--- src/rtl/crg_pkg.sv ---
package crg_pkg;

    localparam int MAX_WIDTH  = 64;
    localparam int MAX_HEIGHT = 64;
    localparam int X_W        = $clog2(MAX_WIDTH);
    localparam int Y_W        = $clog2(MAX_HEIGHT);
    localparam int ADDR_W     = X_W + Y_W;
    localparam int CELLS      = MAX_WIDTH * MAX_HEIGHT;
    localparam int NX_W       = X_W + 2;
    localparam int NY_W       = Y_W + 2;

    localparam int DIM_W      = 7;
    localparam int PIX_W      = 8;
    localparam int CNT_W      = 13;
    localparam int SUM_W      = 20;
    localparam int LIM_W      = 16;
    localparam int NB_W       = 3;
    localparam int PROD_W     = SUM_W + CNT_W;
    localparam int BND_W      = LIM_W + CNT_W;
    localparam int RHS_W      = BND_W + CNT_W;

    localparam int CFG_IDX_W  = 3;
    localparam int CFG_DATA_W = 16;

    localparam logic [CFG_IDX_W-1:0] CFG_IMAGE_WIDTH  = 3'd0;
    localparam logic [CFG_IDX_W-1:0] CFG_IMAGE_HEIGHT = 3'd1;
    localparam logic [CFG_IDX_W-1:0] CFG_EIGHT_NB     = 3'd2;
    localparam logic [CFG_IDX_W-1:0] CFG_COUNT_LIMIT  = 3'd3;
    localparam logic [CFG_IDX_W-1:0] CFG_AVG_LIMIT    = 3'd4;
    localparam logic [CFG_IDX_W-1:0] CFG_PERI_LIMIT   = 3'd5;

    localparam logic [DIM_W-1:0] RST_IMAGE_WIDTH  = 7'd64;
    localparam logic [DIM_W-1:0] RST_IMAGE_HEIGHT = 7'd64;
    localparam logic [LIM_W-1:0] RST_LIMIT        = 16'hFFFF;

    localparam logic signed [1:0] STEP_DX [8] = '{2'sd0, 2'sd1, 2'sd0, -2'sd1,
                                                  -2'sd1, 2'sd1, 2'sd1, -2'sd1};
    localparam logic signed [1:0] STEP_DY [8] = '{-2'sd1, 2'sd0, 2'sd1, 2'sd0,
                                                  -2'sd1, -2'sd1, 2'sd1, 2'sd1};

    typedef enum logic [1:0] {
        MODE_WRITE,
        MODE_GROW,
        MODE_QUERY,
        MODE_NONE
    } t_mode;

    typedef enum logic [1:0] {
        REASON_AVG,
        REASON_PERI,
        REASON_COUNT,
        REASON_NONE
    } t_reason;

    typedef enum logic [3:0] {
        ST_CLEAR,
        ST_IDLE,
        ST_QUERY,
        ST_SEED,
        ST_SEED_LOAD,
        ST_ROUND,
        ST_CTR_RD,
        ST_CTR_LAT,
        ST_NB_RD,
        ST_NB_LAT,
        ST_ACC,
        ST_CHK0,
        ST_CHK1,
        ST_CHK2,
        ST_DECIDE,
        ST_ADD
    } t_state;

    typedef enum logic [1:0] {
        RD_IN,
        RD_SEED,
        RD_CENTER,
        RD_NB
    } t_rd_src;

    typedef enum logic [1:0] {
        RES_ZERO,
        RES_QUERY,
        RES_GROW
    } t_res_sel;

    typedef struct packed {
        logic     in_take;
        logic     img_we;
        t_rd_src  rd_src;
        logic     clr_step;
        logic     seed_mark;
        logic     seed_init;
        logic     round_init;
        logic     center_lat;
        logic     nb_rd;
        logic     nb_lat;
        logic     acc;
        logic     add;
        logic     res_load;
        t_res_sel res_sel;
        t_reason  reason;
    } t_cmd;

    typedef struct packed {
        logic clr_last;
        logic seed_out;
        logic nb_last;
        logic scan_last;
        logic empty;
        logic stop_avg;
        logic stop_peri;
        logic at_limit;
        logic no_best;
    } t_sts;

endpackage

--- src/rtl/crg_ctrl.sv ---
module crg_ctrl import crg_pkg::*; (
    input  logic  i_clk,
    input  logic  i_rst_n,
    input  logic  i_in_valid,
    input  t_mode i_mode,
    output logic  o_in_ready,
    output logic  o_out_valid,
    input  logic  i_out_ready,
    input  t_sts  i_sts,
    output t_cmd  o_cmd
);

    t_state r_state, n_state;
    logic   r_grow_pend, n_grow_pend;
    logic   r_out_valid, n_out_valid;
    logic   accept, stop;

    assign o_in_ready  = (r_state == ST_IDLE) && (!r_out_valid || i_out_ready);
    assign accept      = i_in_valid && o_in_ready;
    assign o_out_valid = r_out_valid;
    assign stop        = i_sts.empty || i_sts.stop_avg || i_sts.stop_peri
                      || i_sts.at_limit || i_sts.no_best;

    always_ff @(posedge i_clk) begin
        if (!i_rst_n) begin
            r_state     <= ST_CLEAR;
            r_grow_pend <= 1'b0;
            r_out_valid <= 1'b0;
        end else begin
            r_state     <= n_state;
            r_grow_pend <= n_grow_pend;
            r_out_valid <= n_out_valid;
        end
    end

    always_comb begin
        n_state     = r_state;
        n_grow_pend = r_grow_pend;
        case (r_state)
            ST_CLEAR: begin
                if (i_sts.clr_last) begin
                    n_state     = r_grow_pend ? ST_SEED : ST_IDLE;
                    n_grow_pend = 1'b0;
                end
            end
            ST_IDLE: begin
                if (accept) begin
                    if (i_mode == MODE_GROW) begin
                        n_state     = ST_CLEAR;
                        n_grow_pend = 1'b1;
                    end else if (i_mode == MODE_QUERY) begin
                        n_state = ST_QUERY;
                    end
                end
            end
            ST_QUERY:     n_state = ST_IDLE;
            ST_SEED:      n_state = i_sts.seed_out ? ST_IDLE : ST_SEED_LOAD;
            ST_SEED_LOAD: n_state = ST_ROUND;
            ST_ROUND:     n_state = ST_CTR_RD;
            ST_CTR_RD:    n_state = ST_CTR_LAT;
            ST_CTR_LAT:   n_state = ST_NB_RD;
            ST_NB_RD:     n_state = ST_NB_LAT;
            ST_NB_LAT:    n_state = i_sts.nb_last ? ST_ACC : ST_NB_RD;
            ST_ACC:       n_state = i_sts.scan_last ? ST_CHK0 : ST_CTR_RD;
            ST_CHK0:      n_state = ST_CHK1;
            ST_CHK1:      n_state = ST_CHK2;
            ST_CHK2:      n_state = ST_DECIDE;
            ST_DECIDE:    n_state = stop ? ST_IDLE : ST_ADD;
            ST_ADD:       n_state = ST_ROUND;
            default:      n_state = ST_IDLE;
        endcase
    end

    always_comb begin
        o_cmd         = '0;
        o_cmd.rd_src  = RD_CENTER;
        o_cmd.res_sel = RES_ZERO;
        o_cmd.reason  = REASON_AVG;
        case (r_state)
            ST_CLEAR: o_cmd.clr_step = 1'b1;
            ST_IDLE: begin
                o_cmd.rd_src  = RD_IN;
                o_cmd.in_take = accept;
                if (accept) begin
                    case (i_mode)
                        MODE_WRITE: begin
                            o_cmd.img_we   = 1'b1;
                            o_cmd.res_load = 1'b1;
                        end
                        MODE_NONE: o_cmd.res_load = 1'b1;
                        default: ;
                    endcase
                end
            end
            ST_QUERY: begin
                o_cmd.res_load = 1'b1;
                o_cmd.res_sel  = RES_QUERY;
            end
            ST_SEED: begin
                o_cmd.rd_src = RD_SEED;
                if (i_sts.seed_out) begin
                    o_cmd.res_load = 1'b1;
                    o_cmd.res_sel  = RES_GROW;
                    o_cmd.reason   = REASON_NONE;
                end else begin
                    o_cmd.seed_mark = 1'b1;
                end
            end
            ST_SEED_LOAD: o_cmd.seed_init  = 1'b1;
            ST_ROUND:     o_cmd.round_init = 1'b1;
            ST_CTR_RD:    o_cmd.rd_src     = RD_CENTER;
            ST_CTR_LAT:   o_cmd.center_lat = 1'b1;
            ST_NB_RD: begin
                o_cmd.rd_src = RD_NB;
                o_cmd.nb_rd  = 1'b1;
            end
            ST_NB_LAT:    o_cmd.nb_lat = 1'b1;
            ST_ACC:       o_cmd.acc    = 1'b1;
            ST_DECIDE: begin
                if (stop) begin
                    o_cmd.res_load = 1'b1;
                    o_cmd.res_sel  = RES_GROW;
                    if (i_sts.empty) begin
                        o_cmd.reason = REASON_NONE;
                    end else if (i_sts.stop_avg) begin
                        o_cmd.reason = REASON_AVG;
                    end else if (i_sts.stop_peri) begin
                        o_cmd.reason = REASON_PERI;
                    end else if (i_sts.at_limit) begin
                        o_cmd.reason = REASON_COUNT;
                    end else begin
                        o_cmd.reason = REASON_NONE;
                    end
                end
            end
            ST_ADD:       o_cmd.add = 1'b1;
            default: ;
        endcase
    end

    always_comb begin
        if (o_cmd.res_load) begin
            n_out_valid = 1'b1;
        end else if (r_out_valid && i_out_ready) begin
            n_out_valid = 1'b0;
        end else begin
            n_out_valid = r_out_valid;
        end
    end

endmodule

--- config.mk ---
export PLATFORM = sky130hd
export DESIGN_NAME = crg_ctrl
export DESIGN_NICKNAME = d
export VERILOG_FILES = /design/src/rtl/crg_pkg.sv /design/src/rtl/crg_ctrl.sv
export SDC_FILE = /design/constraint.sdc
export NUM_CORES = 1
export LEC_CHECK = 0
export BUFFER_PORTS_ARGS = -buffer_cell sky130_fd_sc_hd__clkbuf_2
export CORE_MARGIN = 5
export CORE_UTILIZATION = 44
export DETAILED_ROUTE_END_ITERATION = 8
export PLACE_DENSITY = 0.78
export SYNTH_ARGS = -nofsm -noshare
export SYNTH_HDL_FRONTEND = slang
export SYNTH_SLANG_ARGS = --single-unit
--- constraint.sdc ---
create_clock -name i_clk -period 1.55 [get_ports i_clk]
set_clock_uncertainty 0.1 [all_clocks]
set_input_delay 0.2325 -clock i_clk [delete_from_list [all_inputs] [get_ports i_clk]]
set_output_delay 0.2325 -clock i_clk [all_outputs]
set_load 0.1 [all_outputs]
==> results of run 1 <==
through the flow:
stage	cells	worst slack, ns
after global placement	172	-0.1072
after floorplan	103	-0.3384
cells by family after synthesis:
logic type / Yosys count / synth area share (%)
buf+inv: 16 / 11.01
fa+ha+maj: 3 / 5.598
compound gates: 27 / 25.56
flops: 6 / 17.91
simple gates: 51 / 39.93
cells in the mapped netlist, drive strengths merged:
cell type	count	area, um^2
nor2	13	48.80
a21oi	11	55.05
inv	8	30.03
nand2	8	30.03
nand2b	7	43.79
dfxtp	6	120.1
nor3	6	30.03
buf	4	28.78
clkbuf	4	15.01
o21ai	4	20.02
a31oi	3	18.77
and2	3	18.77
ha	3	37.54
nand4	3	18.77
or3	3	18.77
a21o	2	15.01
and3	2	12.51
o21a	2	15.01
a211oi	1	12.51
a2bb2oi	1	8.760
and2b	1	7.510
and4	1	8.760
nand3b	1	7.510
nor4	1	6.260
o221ai	1	8.760
o31a	1	8.760
o32ai	1	8.760
or2	1	6.260
or4b	1	10.01
==> summary.txt, run 1 <==
Yosys
  • Syn_nets: 121
  • Post-synth cell types: 31
  • Mapped Cells: 103
  • Mapped Area: 670.6 um^2
  • Post-Syn Area per Cell: 6.511 um^2
  • Count of yosys warnings during synthesis: 0
  • Register area share after synthesis: 17.91%
  • Yosys reg bits: 6

Outcome
  • Stop err: [ERROR DPL-0038] Utilization greater than 100%, impossible to legalize
  • Failed at: 3_5_place_dp
  • Outcome: aborted with a tool error

Placement
  • # port buffers: 34
  • GP Congestion: 0.8488

Floorplan
  • Site row count: 14
  • I/O pin total: 35
  • Die Width: 49.04 um
  • Initial core utilization: 45.58%
  • Die height: 49.04 um
==> run 2, diff against run 1 <==
Settings changed: CORE_AREA set to 5 5 66 68, CORE_MARGIN 5 to unset, CORE_UTILIZATION 44 to unset, DIE_AREA set to 0 0 71 73, PLACE_DENSITY 0.78 to unset, PLACE_DENSITY_LB_ADDON set to 0.15.
==> summary.txt, run 2 <==
Clock network
  • Clk pin slew, worst setup/hold paths: 0.04 ns
  • Clk buf depth: 2
  • TritonCTS clock tree: yes
  • CTS root buf: clkbuf_8
  • TritonCTS buffer count: 3
  • Clk sinks: 6
  • Clk_lat worst skew: 0.23 ns
  • H-tree Lvls: 1
  • Cts hold-fix bufs: 0

Yosys
  • Mapped Cells: 103
  • Ys flop type: dfxtp_1
  • Synth top area share: 17.91%
  • Register area share after synthesis: 17.91%
  • Mapped Area: 670.6 um^2
  • Count leader, synth: nor2_1
  • Count of yosys warnings during synthesis: 0
  • Post-Syn Area per Cell: 6.511 um^2
  • EDFF count, synth: 0
  • FFs w/ async S/R, synth: 0%
  • Synth area leaders: dfxtp_1 (18%), a21oi_1 (8.2%), nor2_1 (7.3%), nand2b_1 (6.5%), ha_1 (5.6%)
  • Syn_nets: 121
  • Post-synth cell types: 31
  • Synth cell count leaders: nor2_1 (13), a21oi_1 (11), inv_1 (8), nand2_1 (8), nand2b_1 (7)
  • Yosys reg bits: 6
  • Cell taking the most area after synthesis: dfxtp_1

Placement
  • # placed instances: 209
  • Pre-CTS setup slack: -0.2637 ns
  • GP Congestion: 0.8593
  • Area after DPL: 1578 um^2
  • # port buffers: 34
  • HPWL after detailed placement: 2.258 mm

Pwr
  • Pwr dens: 475.2 nW/um^2
  • Switch Pwr: 0.3448 mW
  • Final Power: 0.8793 mW
  • Leakage: 0.7587 nW
  • Sequential share of power: 19.0%
  • Logic pwr share: 52.6%
  • Clock share of power: 28.4%
  • Sw Ratio: 39.22%
  • Int Pwr: 0.5345 mW
  • Max VDD drop: 0.1982 mV

Layout
  • Finished Layout Cells: 222
  • Largest register FFs: 4
  • N_diodes: 0
  • Most frequent cells in the layout: buf_4 (23), buf_12 (21), clkbuf_2 (14), buf_6 (14), a21oi_1 (8)
  • Layout cells sized above 1: 70.93%
  • Largest register by flop count: r_state
  • Most common cell after layout, fill and taps aside: buf_4
  • P&R area growth vs syn: 175.9%
  • Final #Nets: 191
  • Final Cell Area: 1851 um^2
  • Final Util: 48.72%

Detailed routing
  • Routed Wire Length: 2.867 mm
  • DRT antenna net count: 0
  • DR pass1 iterations: 4
  • Via Count: 1029
  • Post-route DRC: 0
  • Routed wirelength normalized by instance count: 12.91 um
  • Initial DRC Count: 28
  • Via density: 4.635

Global routing
  • Largest net degree at the start of global routing: 10
  • Vias in the first global route: 1061
  • GRT Overall Usage: 11.60%
  • GRT overflow: 0
  • First-pass GRT wire length: 4.843 mm
  • Antenna violations before repair: 0

STA
  • Hold slack: 0.1570 ns
  • Crit path time final: 1.837 ns
  • Final Max Slew Viols: 0
  • Worst-Margin Slew: 0.5410 ns
  • PnR worst setup slack: -0.2875 ns
  • Fin. Hold Viols: 0
  • Final Cycle Share: 118.5%
  • RSZ-0062 raised after global routing: true
  • Setup Viol. Count Final: 18
  • Setup tns final: -2.478 ns
  • Slew HR: 64.09%
  • Highest clock rate: 544.2 MHz

Floorplan
  • Die height: 73 um
  • Full die area: 5183 um^2
  • I/O pin total: 35
  • Core ar.: 3799 um^2
  • Initial core utilization: 17.65%
  • Die Width: 71 um
  • Site row count: 23

Setup path
  • Crit Path Max Fanout: 6
  • Slowest CP cell: o31a_1
  • Reg2reg start: r_state[2]$_SDFFE_PN0P_
  • Reg-to-reg endpoint: r_state[0]$_SDFFE_PN0P_
  • Critical path origin: r_state[0]$_SDFFE_PN0P_
  • Crit path capture type: output port
  • FF-to-FF setup slack: 0.02 ns
  • Worst EP arrival: 1.50 ns
  • CP max stage delay: 0.40 ns
  • Critical Path RT: 1.22 ns
  • R2R depth: 7
  • Critical-path cell list: nand2b_4 > o31a_1 > a21oi_4 > buf_12
  • Crit path kind: reg2out
  • CP Launch Type: flop
  • Setup crit end: o_cmd[1]

Min path
  • Hold Path Class: in2reg

Outcome
  • Outcome: finished, violations left
  • Failing checks: setup timing

Flow run
  • Max Cap Viol: 0
==> run 2: worst min-delay path by stage <==
stage	start	end	slack, ns	cells past startpoint
global route	i_rst_n	r_state[2]$_SDFFE_PN0P_	0.16	3
detailed placement	r_grow_pend$_SDFFE_PN0P_	r_grow_pend$_SDFFE_PN0P_	0.39	2
floorplan	i_rst_n	r_state[2]$_SDFFE_PN0P_	0.28	2
CTS	i_rst_n	r_state[2]$_SDFFE_PN0P_	0.15	3
finish	i_rst_n	r_state[2]$_SDFFE_PN0P_	0.16	3
global placement	r_grow_pend$_SDFFE_PN0P_	r_grow_pend$_SDFFE_PN0P_	0.37	2
==> run 2: area by class of cell <==
class / instances / area (um^2)
inverter: 8 / 36.28
clock buffer: 4 / 45.04
sequential: 6 / 138.9
multi-input combinational: 81 / 733.2
tap: 50 / 62.56
timing repair buffer: 73 / 834.6
fill: 369 / 1948
==> run 2: critical path: cells and delay by family (launching register included) <==
family / cells / cell delay, ns
flops: 1 / 0.36
simple gates: 1 / 0.15
buf+inv: 1 / 0.19
compound gates: 2 / 0.58
==> run 2: layer usage <==
layer / part of all wire [%] / up-vias / wire length [um] / track usage [%]
met5: 0 / - / 0 / 0
met4: 0 / 0 / 0 / 2.296
met3: 6.9 / 0 / 198 / 3.581
met2: 53 / 39 / 1511 / 21.42
met1: 40 / 492 / 1157 / 13.15
li1: - / 498 / - / -
==> run 2: timing repair <==
action,CTS,global route
endpoints found under the setup margin,20,21
pin swaps,11,10
setup buffers,5,5
gates resized for setup,31,10
==> run 2: logic make-up after synthesis <==
group	Yosys count	synth area share [%]
AO/OA/AOI/OAI	27	25.56
buffers and inverters	16	11.01
AND/OR/NAND/NOR	51	39.93
adder cells (fa/ha/maj)	3	5.598
flip-flops	6	17.91
==> run 2: power groups by stage <==
| stage | Sequential, mW | Clock [mW] | Combinational, mW |
|---|---|---|---|
| floorplan | 0.180 | 0 | 0.259 |
| global placement | 0.172 | 0 | 0.409 |
| detailed placement | 0.172 | 0 | 0.412 |
| CTS | 0.167 | 0.252 | 0.455 |
| global route | 0.168 | 0.264 | 0.487 |
| finish | 0.167 | 0.250 | 0.462 |
Note: power is estimated with default switching activity, not from simulation.
==> run 3, diff against run 2 <==
Settings changed: REMOVE_ABC_BUFFERS set to 1.
==> summary.txt, run 3 (synthesis gave the netlist of run 2 again) <==
Outcome
  • Outcome: finished, violations left
  • Failing checks: setup timing

Placement
  • # placed instances: 213
  • Pre-CTS setup slack: -0.1546 ns
  • Area after DPL: 1400 um^2
  • # port buffers: 34
  • HPWL after detailed placement: 2.136 mm
  • GP Congestion: 0.8442

Clock network
  • Clk_lat worst skew: 0.22 ns
  • TritonCTS clock tree: yes
  • Cts hold-fix bufs: 0
  • H-tree Lvls: 1
  • Clk sinks: 6
  • CTS root buf: clkbuf_8
  • Clk pin slew, worst setup/hold paths: 0.04 ns
  • TritonCTS buffer count: 3
  • Clk buf depth: 2

Setup path
  • Worst EP arrival: 1.42 ns
  • FF-to-FF setup slack: -0.09 ns
  • CP Launch Type: flop
  • R2R depth: 5
  • Reg-to-reg endpoint: r_state[1]$_SDFFE_PN0P_
  • CP max stage delay: 0.36 ns
  • Crit path capture type: output port
  • Critical-path cell list: nor2_2 > nand4_1 > and2_4 > a21oi_2 > buf_12
  • Reg2reg start: r_state[1]$_SDFFE_PN0P_
  • Critical Path RT: 1.22 ns
  • Crit path kind: reg2out
  • Crit Path Max Fanout: 5
  • Critical path origin: r_state[2]$_SDFFE_PN0P_
  • Slowest CP cell: dfxtp_4

STA
  • Setup Viol. Count Final: 20
  • Crit path time final: 1.754 ns
  • Final Cycle Share: 113.2%
  • Setup tns final: -2.425 ns
  • PnR worst setup slack: -0.2041 ns
  • RSZ-0062 raised after global routing: true
  • Highest clock rate: 570.1 MHz
  • Worst-Margin Slew: 0.5401 ns
  • Final Max Slew Viols: 0
  • Fin. Hold Viols: 0
  • Hold slack: 0.1659 ns
  • Slew HR: 64.15%

Layout
  • Layout cells sized above 1: 66.86%
  • Largest register by flop count: r_state
  • Finished Layout Cells: 225
  • Final #Nets: 195
  • Final Cell Area: 1754 um^2
  • Most common cell after layout, fill and taps aside: buf_4
  • N_diodes: 0
  • Final Util: 46.18%
  • Most frequent cells in the layout: buf_4 (31), buf_12 (19), clkbuf_2 (15)
  • Largest register FFs: 4
  • P&R area growth vs syn: 161.6%

Pwr
  • Max VDD drop: 0.1867 mV
  • Final Power: 0.8420 mW
  • Pwr dens: 480.0 nW/um^2
  • Leakage: 0.7646 nW

Detailed routing
  • Via density: 4.493
  • DR pass1 iterations: 4
  • Via Count: 1011
  • Routed wirelength normalized by instance count: 12.02 um
  • Initial DRC Count: 32
  • Routed Wire Length: 2.705 mm
  • Post-route DRC: 0
  • DRT antenna net count: 0

Global routing
  • First-pass GRT wire length: 4.719 mm
  • Vias in the first global route: 1076
  • Antenna violations before repair: 0
  • Largest net degree at the start of global routing: 11
  • GRT overflow: 0
  • GRT Overall Usage: 10.89%

Floorplan
  • Initial core utilization: 17.65%
  • Die Width: 71 um
  • Core ar.: 3799 um^2
  • Die height: 73 um
  • Site row count: 23
  • Full die area: 5183 um^2
  • I/O pin total: 35

Min path
  • Hold Path Class: in2reg
  • Hold endpoint: r_state[2]$_SDFFE_PN0P_
  • Min-delay src: i_rst_n
  • Hold depth: 3

Flow run
  • Max Cap Viol: 0
-- run 3: timing repair --
item / in CTS / in global routing
setup buffers: 3 / 6
endpoints found under the setup margin: 21 / 21
gates resized for setup: 46 / 18
pin swaps: 11 / 12
-- run 3: report_power, final --
| group | internal (mW) | switching [mW] | total (mW) |
|---|---|---|---|
| clock | 0.167 | 0.0649 | 0.232 |
| combinational | 0.191 | 0.251 | 0.442 |
| sequential | 0.159 | 0.00942 | 0.168 |
-- run 3: worst max path at each step --
stage | end | cells past startpoint | slack [ns]
after floorplan | o_cmd[12] | 2 | -1.58
after global placement | o_cmd[12] | 5 | -0.15
after detailed placement | o_cmd[1] | 6 | -0.15
after CTS | o_cmd[0] | 4 | -0.24
after global routing | o_cmd[0] | 5 | -0.28
final | o_cmd[0] | 5 | -0.20
-- run 3: area by class of cell --
cell class	instances	area (um^2)
Clock buffer	3	41.29
Fill cell	389	2044
Inverter	8	32.53
Multi-Input combinational cell	81	661.9
Sequential cell	6	132.6
Tap cell	50	62.56
Timing Repair Buffer	77	823.3
-- run 3: layer usage --
metal / track usage [%] / vias to the layer above / routed length [um]
li1: - / 506 / -
met1: 12.26 / 471 / 1097
met2: 20.19 / 32 / 1423
met5: 0 / - / 0
met4: 2.923 / 0 / 8
met3: 2.893 / 2 / 175
-- run 3: critical path: cells and delay by family (launching register included) --
| kind | cells | cell delay (ns) |
|---|---|---|
| simple gates | 3 | 0.45 |
| flops | 1 | 0.36 |
| buf+inv | 1 | 0.20 |
| compound gates | 1 | 0.19 |
